## src/hw/rtl/swmm_pkg.sv

```systemverilog
// Shared types and fixed widths for the sliding window max/min unit.
// No dependencies.
package swmm_pkg;

	localparam int SAMPLE_W = 32;
	localparam int CFG_W    = 9;

	typedef logic signed [SAMPLE_W-1:0] sample_t;
	typedef logic [CFG_W-1:0]           win_len_t;

	// Per-cycle command broadcast to every candidate cell
	typedef struct packed {
		logic load;   // update the cell this cycle
		logic shift;  // take the entry from the right neighbor
		logic push;   // a new sample enters the row
		logic clear;  // end of sequence: empty the row
	} cell_ctl_t;

	// Result of one sample before the running minimum is folded in
	typedef struct packed {
		sample_t window_max;
		logic    window_full;
		logic    end_of_sequence;
	} res_t;

endpackage

```

## src/hw/rtl/swmm_cell.sv

```systemverilog
// One candidate cell of the monotonic deque row: holds a (value, position)
// pair and hands it to its left neighbor on a shift. Depends on swmm_pkg.
module swmm_cell #(
	parameter int POS_W = 20
) (
	input  logic                clk,
	input  logic                arst_n,
	input  swmm_pkg::cell_ctl_t ctl,
	input  logic                tail,
	input  logic                left_keep,
	input  logic                right_valid,
	input  swmm_pkg::sample_t   right_value,
	input  logic [POS_W-1:0]    right_pos,
	input  swmm_pkg::sample_t   new_value,
	input  logic [POS_W-1:0]    new_pos,
	output logic                valid,
	output swmm_pkg::sample_t   value,
	output logic [POS_W-1:0]    pos,
	output logic                keep
);
	import swmm_pkg::*;

	logic             valid_q;
	sample_t          value_q;
	logic [POS_W-1:0] pos_q;
	logic             src_valid;
	sample_t          src_value;
	logic [POS_W-1:0] src_pos;
	logic             take_new;

	// Select own entry or the right neighbor's on a shift
	assign src_valid = ctl.shift ? right_valid : valid_q;
	assign src_value = ctl.shift ? right_value : value_q;
	assign src_pos   = ctl.shift ? right_pos   : pos_q;

	// Keep unless a strictly larger new sample dominates; the tail gives way
	// to the new sample when the row is full
	assign keep     = ctl.push ? (src_valid && !tail && !(src_value < new_value)) : src_valid;
	assign take_new = ctl.push && !keep && left_keep;

	// Hold occupancy
	always_ff @(posedge clk or negedge arst_n) begin
		if (!arst_n) begin
			valid_q <= 1'b0;
		end else if (ctl.clear) begin
			valid_q <= 1'b0;
		end else if (ctl.load) begin
			valid_q <= keep || take_new;
		end
	end

	// Hold payload
	always_ff @(posedge clk) begin
		if (ctl.load) begin
			if (keep) begin
				value_q <= src_value;
				pos_q   <= src_pos;
			end else if (take_new) begin
				value_q <= new_value;
				pos_q   <= new_pos;
			end
		end
	end

	assign valid = valid_q;
	assign value = value_q;
	assign pos   = pos_q;
endmodule

```

## config.mk

```make
export PLATFORM = sky130hd
export DESIGN_NAME = swmm_cell
export DESIGN_NICKNAME = d
export VERILOG_FILES = /design/src/hw/rtl/swmm_pkg.sv /design/src/hw/rtl/swmm_cell.sv
export SDC_FILE = /design/constraint.sdc
export NUM_CORES = 1
export LEC_CHECK = 0
export ABC_AREA = 1
export BUFFER_PORTS_ARGS = -buffer_cell sky130_fd_sc_hd__buf_2
export CAP_MARGIN = 10
export CELL_PAD_IN_SITES_DETAIL_PLACEMENT = 1
export CELL_PAD_IN_SITES_GLOBAL_PLACEMENT = 2
export CORE_ASPECT_RATIO = 2
export CORE_MARGIN = 2
export CORE_UTILIZATION = 28
export CTS_BUF_LIST = sky130_fd_sc_hd__clkbuf_8
export CTS_CLUSTER_DIAMETER = 80
export DETAILED_ROUTE_END_ITERATION = 10
export GPL_ROUTABILITY_DRIVEN = 0
export PLACE_DENSITY = 0.85
export SLEW_MARGIN = 0
export SYNTH_ARGS = -nofsm -noshare
export SYNTH_HDL_FRONTEND = slang
export SYNTH_SLANG_ARGS = --single-unit
```

## constraint.sdc

```tcl
create_clock -name clk -period 6.4 [get_ports clk]
set_input_delay 0.64 -clock clk [delete_from_list [all_inputs] [get_ports clk]]
set_output_delay 0.64 -clock clk [all_outputs]
set_load 0.01 [all_outputs]
```

==> flow_summary_export.csv <==
group,metric,value,unit
outcome,status,"finished clean",
power_and_ir_drop,p_per_area,186,nW/um^2
routing,detail_route.vias_per_cell,4.59,
finish,design_area,4570,um^2
grt,antenna_found_initial,0,
sta,tightest_slew,1.03,ns
clock_tree,clockBufferDepth,2,
logic_synthesis,yosysUniqueCellTypes,25,
critical_path,endpoint_kind,"output pin",
grt,grt_overflow,0,
sta,rsz0062_at_grt,"false",
finish,final_common_cell,"nand2_1",
critical_path,critPathLaunchType,"input pin",
logic_synthesis,synth_cells,441,
power_and_ir_drop,peakVddDrop,0.000128,V
grt,grt_first_pass_wirelength,17400,um
sta,final_max_slew_viol_count,0,
worst_hold_path,hold_path.class,"input pin to asynchronous set/reset pin",
critical_path,arrival,3.68,ns
finish,antenna-diode-count,0,
sta,finClkSkew,0.00543,ns
critical_path,critical_path_class,"input pin to output pin",
finish,finalNonFillerCells,749,
grt,grt_pass1_vias,3632,
routing,vias,3440,
power_and_ir_drop,p_clk_frac,0.239,
job,drv_cap,0,
critical_path,critPathSlowestCell,"buf_2",
floorplanning,fp.dieW,83.9,um
floorplanning,io_pins,167,
logic_synthesis,postSynthAreaPerCell,8.11,um^2
power_and_ir_drop,seq_power_share,0.497,
sta,finalCritPeriodShare,0.675,
sta,fin_crit,4.32,ns
logic_synthesis,seq_area_frac_synth,0.443,
floorplanning,core_area,12600,um^2
sta,slew_headroom,0.311,
logic_synthesis,syn-num-nets,585,
place,post-dp-hpwl,8670,um
power_and_ir_drop,power.leakage,2.41,nW
finish,nNetsFinal,742,
floorplanning,die_h,164,um
clock_tree,path_clk_slew,0.11,ns
routing,wire_per_inst,14.5,um
place,port_buffers,166,
critical_path,slowest_delay,0.55,ns
grt,grtUsageTotal,0.160,
routing,dr.first_iter.drc_count,76,
clock_tree,cts_root_buf,"clkbuf_8",
critical_path,path_cells,"buf_2 > inv_4 > nand2_1 > nand2_1 > ha_1 > a21oi_1 > nor2_1 > a211oi_1 > nand2_1 > nand2_1 > nand2_1 > nand2_1 > nand2_1 > nand2_1 > nand3_1 > nand2_2 > nand2_4 > inv_4 > buf_2",
finish,area_growth,27.7,%
place,placed_area,4480,um^2
logic_synthesis,synth_seq_cells,53,
sta,max_freq,0.231,GHz
clock_tree,cts_setup_buffers,0,
power_and_ir_drop,p_int,0.000577,W
routing,first_pass_iters,4,
clock_tree,cts_tree,"built",
sta,whs,0.0709,ns
logic_synthesis,synthFlopType,"edfxtp_1",
critical_path,path_max_fanout,35,
sta,finalSetupTns,0,ns
logic_synthesis,yosys_warnings,0,
sta,setup_viol,0,
logic_synthesis,synth-edff-count,52,
clock_tree,cts_resized,0,
floorplanning,initial_core_util,0.285,
sta,hold_viol,0,
clock_tree,clock_sinks,53,
clock_tree,clk_latency,0.32,ns
logic_synthesis,postSynth.asyncResetShare,0.0189,
routing,drt-total-wl,10800,um
finish,layout-drive-gt1-share,0.349,
logic_synthesis,syn-cell-area,3580,um^2
routing,route.detailed.drc,0,
power_and_ir_drop,p_comb_frac,0.265,
floorplanning,fp-row-count,58,
clock_tree,cts_made_buffers,5,
critical_path,required,5.76,ns
clock_tree,ctsHoldBuffers,0,
critical_path,cp_common_cell,"nand2_1",
grt,grt_max_degree,53,
power_and_ir_drop,p_sw_frac,0.320,
routing,antenna_left,0,
floorplanning,dieArea,13800,um^2
power_and_ir_drop,p_sw,0.000271,W
place,dp.cells,741,
finish,mostFrequentLayoutCells,"nand2_1, buf_2, edfxtp_1, inv_1, ha_1",
clock_tree,cts_max_level,2,
path summary, 6_finish.rpt:
path / from / end / slack [ns] / cells past startpoint
setup / recovery: ctl[2] / keep / 2.08 / 19
hold / removal: arst_n / valid$_DFFE_PN0P_ / 0.07 / 1
setup reg to reg: value[5]$_DFFE_PP_ / value[9]$_DFFE_PP_ / 2.99 / 18
hold reg to reg: valid$_DFFE_PN0P_ / valid$_DFFE_PN0P_ / 0.53 / 2
max in group asynchronous: arst_n / valid$_DFFE_PN0P_ / 6.25 / 1
min in group clk: valid$_DFFE_PN0P_ / valid$_DFFE_PN0P_ / 0.53 / 2
cell families after synthesis:
logic type      after synthesis  synth area share
simple gates                243             0.267
buf+inv                      60            0.0825
compound gates               54            0.0990
flops                        53             0.443
fa+ha+maj                    31             0.108
layout make-up:
class | count | area [um^2]
fill | 1641 | 7990
multi-input combinational | 328 | 1700
sequential | 53 | 1590
timing repair buffer | 168 | 846
tap | 150 | 188
inverter | 42 | 163
clock buffer | 5 | 68.8
clock inverter | 3 | 17.5
state kept, by name, summed over array words and instances (netlist names):
name and count:
valid 1, pos 20, value 32
metrics by stage:
stage / power [W] / util / setup WS, ns
after floorplan: 0.000572 / - / 2.65
after global placement: 0.000651 / 0.357 / 1.83
after global routing: 0.000903 / 0.364 / 1.63
after detailed placement: 0.000659 / 0.357 / 1.71
final: 0.000848 / 0.364 / 2.08
after CTS: 0.000862 / 0.364 / 1.97
cell usage after synthesis (2+ instances only):
| library cell | number | area, um^2 |
|---|---|---|
| nand3_1 | 6 | 30.0 |
| edfxtp_1 | 52 | 1560 |
| a21oi_1 | 15 | 75.1 |
| ha_1 | 31 | 388 |
| buf_4 | 2 | 15.0 |
| nand2_1 | 217 | 815 |
| buf_6 | 6 | 67.6 |
| o21ai_0 | 12 | 60.1 |
| o21ai_2 | 20 | 175 |
| clkbuf_1 | 8 | 30.0 |
| inv_1 | 40 | 150 |
| o21ai_1 | 3 | 15.0 |
| nor3_1 | 2 | 10.0 |
| nand2_2 | 9 | 56.3 |
| inv_4 | 2 | 12.5 |
| nor2_1 | 7 | 26.3 |
power by group through the flow:
stage | clock (W) | combinational, W | sequential (W)
after floorplan | 0 | 0.000134 | 0.000438
after global placement | 0 | 0.000221 | 0.000429
after detailed placement | 0 | 0.000230 | 0.000429
after CTS | 0.000210 | 0.000230 | 0.000422
after global routing | 0.000222 | 0.000258 | 0.000423
final | 0.000202 | 0.000224 | 0.000421
routing by layer:
metal	track usage	vias to the layer above	share of wire
li1	-	1732	-
met1	0.151	1588	0.34
met2	0.328	107	0.59
met3	0.0342	13	0.056
met4	0.0557	0	0.022
met5	0	-	0
worst max-delay path: cells and delay by family:
kind	cells	cell delay, ns
adders and majority gates	1	0.30
and+or+nand+nor	12	1.02
AOI/OAI and AO/OA	2	0.32
buffers and inverters	4	1.39
(Power assumes the default switching activity.)
