`src/hw/rtl/swmm_pkg.sv`:
```
// Shared types and fixed widths for the sliding window max/min unit.
// No dependencies.
package swmm_pkg;

	localparam int SAMPLE_W = 32;
	localparam int CFG_W    = 9;

	typedef logic signed [SAMPLE_W-1:0] sample_t;
	typedef logic [CFG_W-1:0]           win_len_t;

	// Per-cycle command broadcast to every candidate cell
	typedef struct packed {
		logic load;   // update the cell this cycle
		logic shift;  // take the entry from the right neighbor
		logic push;   // a new sample enters the row
		logic clear;  // end of sequence: empty the row
	} cell_ctl_t;

	// Result of one sample before the running minimum is folded in
	typedef struct packed {
		sample_t window_max;
		logic    window_full;
		logic    end_of_sequence;
	} res_t;

endpackage

```
`src/hw/rtl/swmm_result_if.sv`:
```
// Result channel: valid/ready handshake with window max, full flag,
// running minimum and end of sequence. Depends on swmm_pkg.
interface swmm_result_if;
	import swmm_pkg::*;

	logic    valid;
	logic    ready;
	sample_t window_max;
	logic    window_full;
	sample_t min_of_maxima;
	logic    end_of_sequence;

	modport source (output valid, output window_max, output window_full,
		output min_of_maxima, output end_of_sequence, input ready);
	modport sink   (input valid, input window_max, input window_full,
		input min_of_maxima, input end_of_sequence, output ready);
endinterface

```
`src/hw/rtl/swmm_result.sv`:
```
// Result stage: one staging register, running minimum fold and the output
// register that drives the result channel. Depends on swmm_pkg, swmm_result_if.
module swmm_result (
	input  logic             clk,
	input  logic             arst_n,
	input  logic             take,
	input  swmm_pkg::res_t   res,
	output logic             free,
	swmm_result_if.source    results
);
	import swmm_pkg::*;

	logic    s1_valid_s1;
	res_t    res_s1;
	logic    adv;
	sample_t run_min_q;
	logic    min_valid_q;
	sample_t new_min;
	logic    out_valid_q;
	sample_t out_max_q;
	logic    out_full_q;
	sample_t out_min_q;
	logic    out_eos_q;

	assign adv     = s1_valid_s1 && (!out_valid_q || results.ready);
	assign free    = !s1_valid_s1 || adv;
	assign new_min = (!min_valid_q || (res_s1.window_max < run_min_q)) ?
		res_s1.window_max : run_min_q;

	// Advance the staging register
	always_ff @(posedge clk or negedge arst_n) begin
		if (!arst_n) begin
			s1_valid_s1 <= 1'b0;
		end else begin
			s1_valid_s1 <= take || (s1_valid_s1 && !adv);
		end
	end

	always_ff @(posedge clk) begin
		if (take) begin
			res_s1 <= res;
		end
	end

	// Fold full-window maxima into the running minimum, clear at end of sequence
	always_ff @(posedge clk or negedge arst_n) begin
		if (!arst_n) begin
			run_min_q   <= '0;
			min_valid_q <= 1'b0;
			out_valid_q <= 1'b0;
		end else if (adv) begin
			out_valid_q <= 1'b1;
			if (res_s1.end_of_sequence) begin
				run_min_q   <= '0;
				min_valid_q <= 1'b0;
			end else if (res_s1.window_full) begin
				run_min_q   <= new_min;
				min_valid_q <= 1'b1;
			end
		end else if (results.ready) begin
			out_valid_q <= 1'b0;
		end
	end

	// Load the output register
	always_ff @(posedge clk) begin
		if (adv) begin
			out_max_q  <= res_s1.window_max;
			out_full_q <= res_s1.window_full;
			out_min_q  <= res_s1.window_full ? new_min : '0;
			out_eos_q  <= res_s1.end_of_sequence;
		end
	end

	assign results.valid           = out_valid_q;
	assign results.window_max      = out_max_q;
	assign results.window_full     = out_full_q;
	assign results.min_of_maxima   = out_min_q;
	assign results.end_of_sequence = out_eos_q;
endmodule

```
`src/flat_wrapper.sv`:
```
// flat-port wrapper written by rule: the top's interface ports become plain ports
module swmm_result_flat import swmm_pkg::*;
  (clk, arst_n, take, res, free, results_valid, results_window_max, results_window_full, results_min_of_maxima, results_end_of_sequence, results_ready);
  swmm_result_if results_i ();
  input  logic clk;
  input  logic arst_n;
  input  logic take;
  input  swmm_pkg::res_t res;
  output logic free;
  output wire logic [$bits(results_i.valid)-1:0] results_valid;
  output wire logic [$bits(results_i.window_max)-1:0] results_window_max;
  output wire logic [$bits(results_i.window_full)-1:0] results_window_full;
  output wire logic [$bits(results_i.min_of_maxima)-1:0] results_min_of_maxima;
  output wire logic [$bits(results_i.end_of_sequence)-1:0] results_end_of_sequence;
  input wire logic [$bits(results_i.ready)-1:0] results_ready;
  assign results_valid = results_i.valid;
  assign results_window_max = results_i.window_max;
  assign results_window_full = results_i.window_full;
  assign results_min_of_maxima = results_i.min_of_maxima;
  assign results_end_of_sequence = results_i.end_of_sequence;
  assign results_i.ready = results_ready;
  swmm_result u_core (.clk(clk), .arst_n(arst_n), .take(take), .res(res), .free(free), .results(results_i));
endmodule
```
`config.mk`:
```
export PLATFORM = sky130hd
export DESIGN_NAME = swmm_result_flat
export DESIGN_NICKNAME = d
export VERILOG_FILES = /design/src/hw/rtl/swmm_pkg.sv /design/src/hw/rtl/swmm_result_if.sv /design/src/hw/rtl/swmm_result.sv /design/src/flat_wrapper.sv
export SDC_FILE = /design/constraint.sdc
export NUM_CORES = 1
export LEC_CHECK = 0
export BUFFER_PORTS_ARGS = -buffer_cell sky130_fd_sc_hd__buf_2
export CAP_MARGIN = 30
export CORE_UTILIZATION = 59
export DETAILED_ROUTE_END_ITERATION = 8
export PLACE_DENSITY = 0.84
export SLEW_MARGIN = 20
export SYNTH_ARGS = -nofsm -noshare
export SYNTH_HDL_FRONTEND = slang
export SYNTH_SLANG_ARGS = --single-unit
```
`constraint.sdc`:
```
create_clock -name clk -period 9.5 [get_ports clk]
set_clock_uncertainty 0.05 [all_clocks]
set_input_delay 0.475 -clock clk [delete_from_list [all_inputs] [get_ports clk]]
set_output_delay 0.475 -clock clk [all_outputs]
set_load 0.05 [all_outputs]
```
==> key figures <==
Run status
  – Outcome: completed

Global route
  – GR Util All Layers: 24.7%
  – Overflow after GRT: 0
  – Pin count of the biggest net entering global routing: 68
  – Initial antenna violation count: 0
  – First-pass GRT wire length: 18300 microns
  – Vias in the first global route: 3742

Critical path
  – Crit path DAT: 3.82 ns
  – Family with the most delay on the worst path: compound AO/OA/AOI/OAI gates
  – Critical Path End Type: register
  – Buffers & Inverters on Critical Path: 2
  – Highest cell delay on the worst timing path: between 0.7 and 0.8 ns
  – Setup Crit Path Kind: register to register
  – CP required: 9.90 ns
  – Slowest cell on crit path: o21bai_4
  – Worst path cell trace: inv_1 -> ha_1 -> nand4_1 -> or4_1 -> a31oi_1 -> o31ai_4 -> buf_4 -> o21bai_4 -> a22o_1
  – CP max FO: 67
  – Startpoint types: register

Logic synthesis
  – Sequential share of the synthesized area: 68.9%
  – FF+latch count, synth: 135
  – Synthesized instance count: 410
  – Synthesized Nets: 479
  – Synthesized area: 5630 sq um
  – Synth unique cells: 32
  – Ys Warns: 0
  – Mean Syn Cell Area: between 10 and 15 sq um

Timing
  – Final TNS setup: 0 ns
  – Finish-stage setup viols: 0
  – Period minus WS final: around 3.4 ns
  – Fmax: 292 MHz
  – Worst hold slack: 0.000208 ns
  – Max transition margin: 41.6%
  – Slew Viols, Final: 0
  – Fin. Hold Viols: 0
  – Unrepaired setup endpoints after global routing: false
  – Worst slew pin tran: 0.876 ns
  – Tcrit/Tclk final: a little over a third
  – Worst setup margin: 6.07 ns

Routing
  – Drt first-iter violations: about 290
  – Final ANT Viol Nets: 0
  – Routed WL: between 10000 and 15000 microns
  – WL/cell: 17.5 microns
  – Wl on met1: 4680 microns
  – Via density: 5.68
  – Drc violations: 0
  – Via count: 3749
  – Initial DRT Pass Iterations: 5
  – Top Layer Used: met4
  – Met3 routed WL: roughly 740 microns
  – Met2 routed WL: 5870 microns

Power and ir drop
  – Leak pwr: 2.84 nW
  – Worst ir drop on vdd: between 0.00015 and 0.0002 V
  – Pwr Density: 279 nW/um^2
  – Total power draw: 1.92 mW

Clock network
  – Skew-Pair Late Insertion Delay: around 0.52 ns
  – H-tree levels: 4
  – CTS tree: done
  – Total setup buffers inserted after CTS: 0
  – Worst-path clk slew: around 0.060 ns
  – CTS resizes: 0
  – # hold bufs at CTS: 0
  – # clock sinks: 135
  – Clock buffer depth: 2
  – Num CTS Buffers: 17
  – CTS Root Cell: clkbuf_8

Cells and area
  – Ant. Diodes: 0
  – Final instance area: 6900 sq um
  – Fin nets: between 500 and 600
  – Layout cell share with drive strength beyond 1: between 20% and 30%
  – Synth-to-Final Area Change: 22.4%

Die
  – Core area: 9240 sq um
  – Initial core utilization: 61.0%
  – Die W: roughly 100 microns
  – Die height: 99.7 microns
  – Site Rows: 35
  – I/O pin cnt: 106
  – Die area: 9940 sq um

Placement
  – Port bufs: 105
  – Hpwl dp: ~6700 microns
  – Global placement routability congestion: 0.798
  – Placed instance area: 6230 sq um
  – Post-place setup slack: 6.19 ns

Min path
  – Hold Crit Class: primary input to asynchronous set/reset pin

Job
  – # Max-Cap Violations: 0
## state kept, by name, indices dropped and copies added (netlist names)
register,count
u_core.s1_valid_s1,1
u_core.min_valid_q,1
u_core.results.valid,1
u_core.results.window_max,32
u_core.results.end_of_sequence,1
u_core.results.min_of_maxima,32
u_core.res_s1,34
u_core.results.window_full,1
u_core.run_min_q,32
## Yosys cell counts (all sizes together)
| master | n | area, sq um |
|---|---|---|
| buf | 13 | 105 |
| a221oi | 1 | 8.76 |
| and2 | 1 | 6.26 |
| edfxtp | 100 | 3000 |
| dfrtp | 35 | 876 |
| a21boi | 1 | 7.51 |
| o31ai | 1 | 21.3 |
| inv | 32 | 120 |
| nand2 | 43 | 161 |
| or4 | 1 | 7.51 |
| a32oi | 1 | 8.76 |
| and3b | 1 | 8.76 |
| clkbuf | 7 | 26.3 |
| nor3 | 4 | 20.0 |
| o21bai | 1 | 18.8 |
| ha | 31 | 388 |
| a31oi | 1 | 6.26 |
| a2111o | 1 | 11.3 |
| o311ai | 1 | 8.76 |
| nor2 | 2 | 7.51 |
| nand4 | 6 | 37.5 |
| nand2b | 5 | 31.3 |
| a21oi | 13 | 65.1 |
| nand3b | 1 | 7.51 |
| nor3b | 2 | 26.3 |
| a22o | 31 | 272 |
| o21ai | 39 | 195 |
| nand3 | 34 | 170 |
| a22oi | 1 | 7.51 |
## worst paths after layout
path                                            from                   end  slack, ns  cells after the start
worst max-delay path            u_core.run_min_q[31]  u_core.run_min_q[21]       6.07                      9
worst min-delay path                          arst_n  u_core.results.valid     0.0002                      1
worst max register to register  u_core.run_min_q[31]  u_core.run_min_q[21]       6.07                      9
worst min register to register    u_core.s1_valid_s1  u_core.results.valid       0.45                      1
max in group asynchronous                     arst_n  u_core.run_min_q[13]       8.87                      1
min in group clk                             res[22]     u_core.res_s1[22]       0.08                      1
## worst register-to-register path, stage by stage (launching register included)
cell and delay [ns]:
dfrtp_1 0.40, inv_1 0.09, ha_1 0.34, nand4_1 0.19
or4_1 0.59, a31oi_1 0.25, o31ai_4 0.11, buf_4 0.32
o21bai_4 0.71, a22o_1 0.29
## layout make-up
cell class              instances  area [sq um]
clock buffers                  20           445
repair buffers                109           563
fillers                       562          2340
flip-flops and latches        135          3880
inverters                      32           120
clock inverters                12           223
well taps                     129           161
multi-input cells             223          1500
## metrics by stage
step / util, % / instances
3_5_place_dp: 67.4 / 628
4_1_cts: 74.6 / 660
2_1_floorplan: - / 410
6_report: 74.6 / 660
3_3_place_gp: 67.2 / 627
5_1_grt: 74.6 / 660
## placed cells by master, fill, tap and decap left out
master | Yosys | layout
buf_2 | 3 | 105
edfxtp_1 | 100 | 100
nand2_1 | 43 | 43
o21ai_0 | 39 | 39
dfrtp_1 | 35 | 35
nand3_1 | 34 | 34
inv_1 | 32 | 32
a22o_1 | 31 | 31
ha_1 | 31 | 31
clkbuf_16 | 0 | 16
a21oi_1 | 13 | 13
nand4_1 | 6 | 6
bufinv_16 | 0 | 6
nand2b_1 | 5 | 5
nor3_1 | 4 | 4
clkbuf_8 | 0 | 3
clkinv_4 | 0 | 3
buf_4 | 0 | 3
nor2_1 | 2 | 2
and2_2 | 0 | 1
nand3b_1 | 1 | 1
a2111o_1 | 1 | 1
a32oi_1 | 1 | 1
or4_1 | 1 | 1
a31oi_1 | 1 | 1
a221oi_1 | 1 | 1
a22oi_1 | 1 | 1
a21boi_0 | 1 | 1
and3b_1 | 1 | 1
o31ai_4 | 1 | 1
o21bai_4 | 1 | 1
nor3b_4 | 1 | 1
nor3b_1 | 1 | 1
o311ai_0 | 1 | 1
clkinv_1 | 0 | 1
clkbuf_1 | 7 | 1
clkinv_2 | 0 | 1
clkinvlp_4 | 0 | 1
buf_8 | 0 | 1
## metal layers
| metal | vias up | GRT usage [%] |
|---|---|---|
| met5 | - | 0 |
| met4 | 0 | 11.5 |
| met2 | 178 | 41.1 |
| met1 | 1800 | 31.2 |
| met3 | 29 | 5.48 |
| li1 | 1742 | - |
## power by group
group / internal [mW] / switching (mW)
logic: 0.123 / 0.277
clock network: 0.493 / 0.239
registers: 0.731 / 0.0570
## cell families (layout without fill, tap and decap cells)
logic type / after synthesis / count (layout) / share of synthesized area [%]
AO/OA/AOI/OAI: 92 / 92 / 11.2
flip-flops: 135 / 135 / 68.9
AND/OR/NAND/NOR: 100 / 100 / 8.60
adder cells (fa/ha/maj): 31 / 31 / 6.89
buffers and inverters: 52 / 173 / 4.46
(Power assumes the default switching activity.)
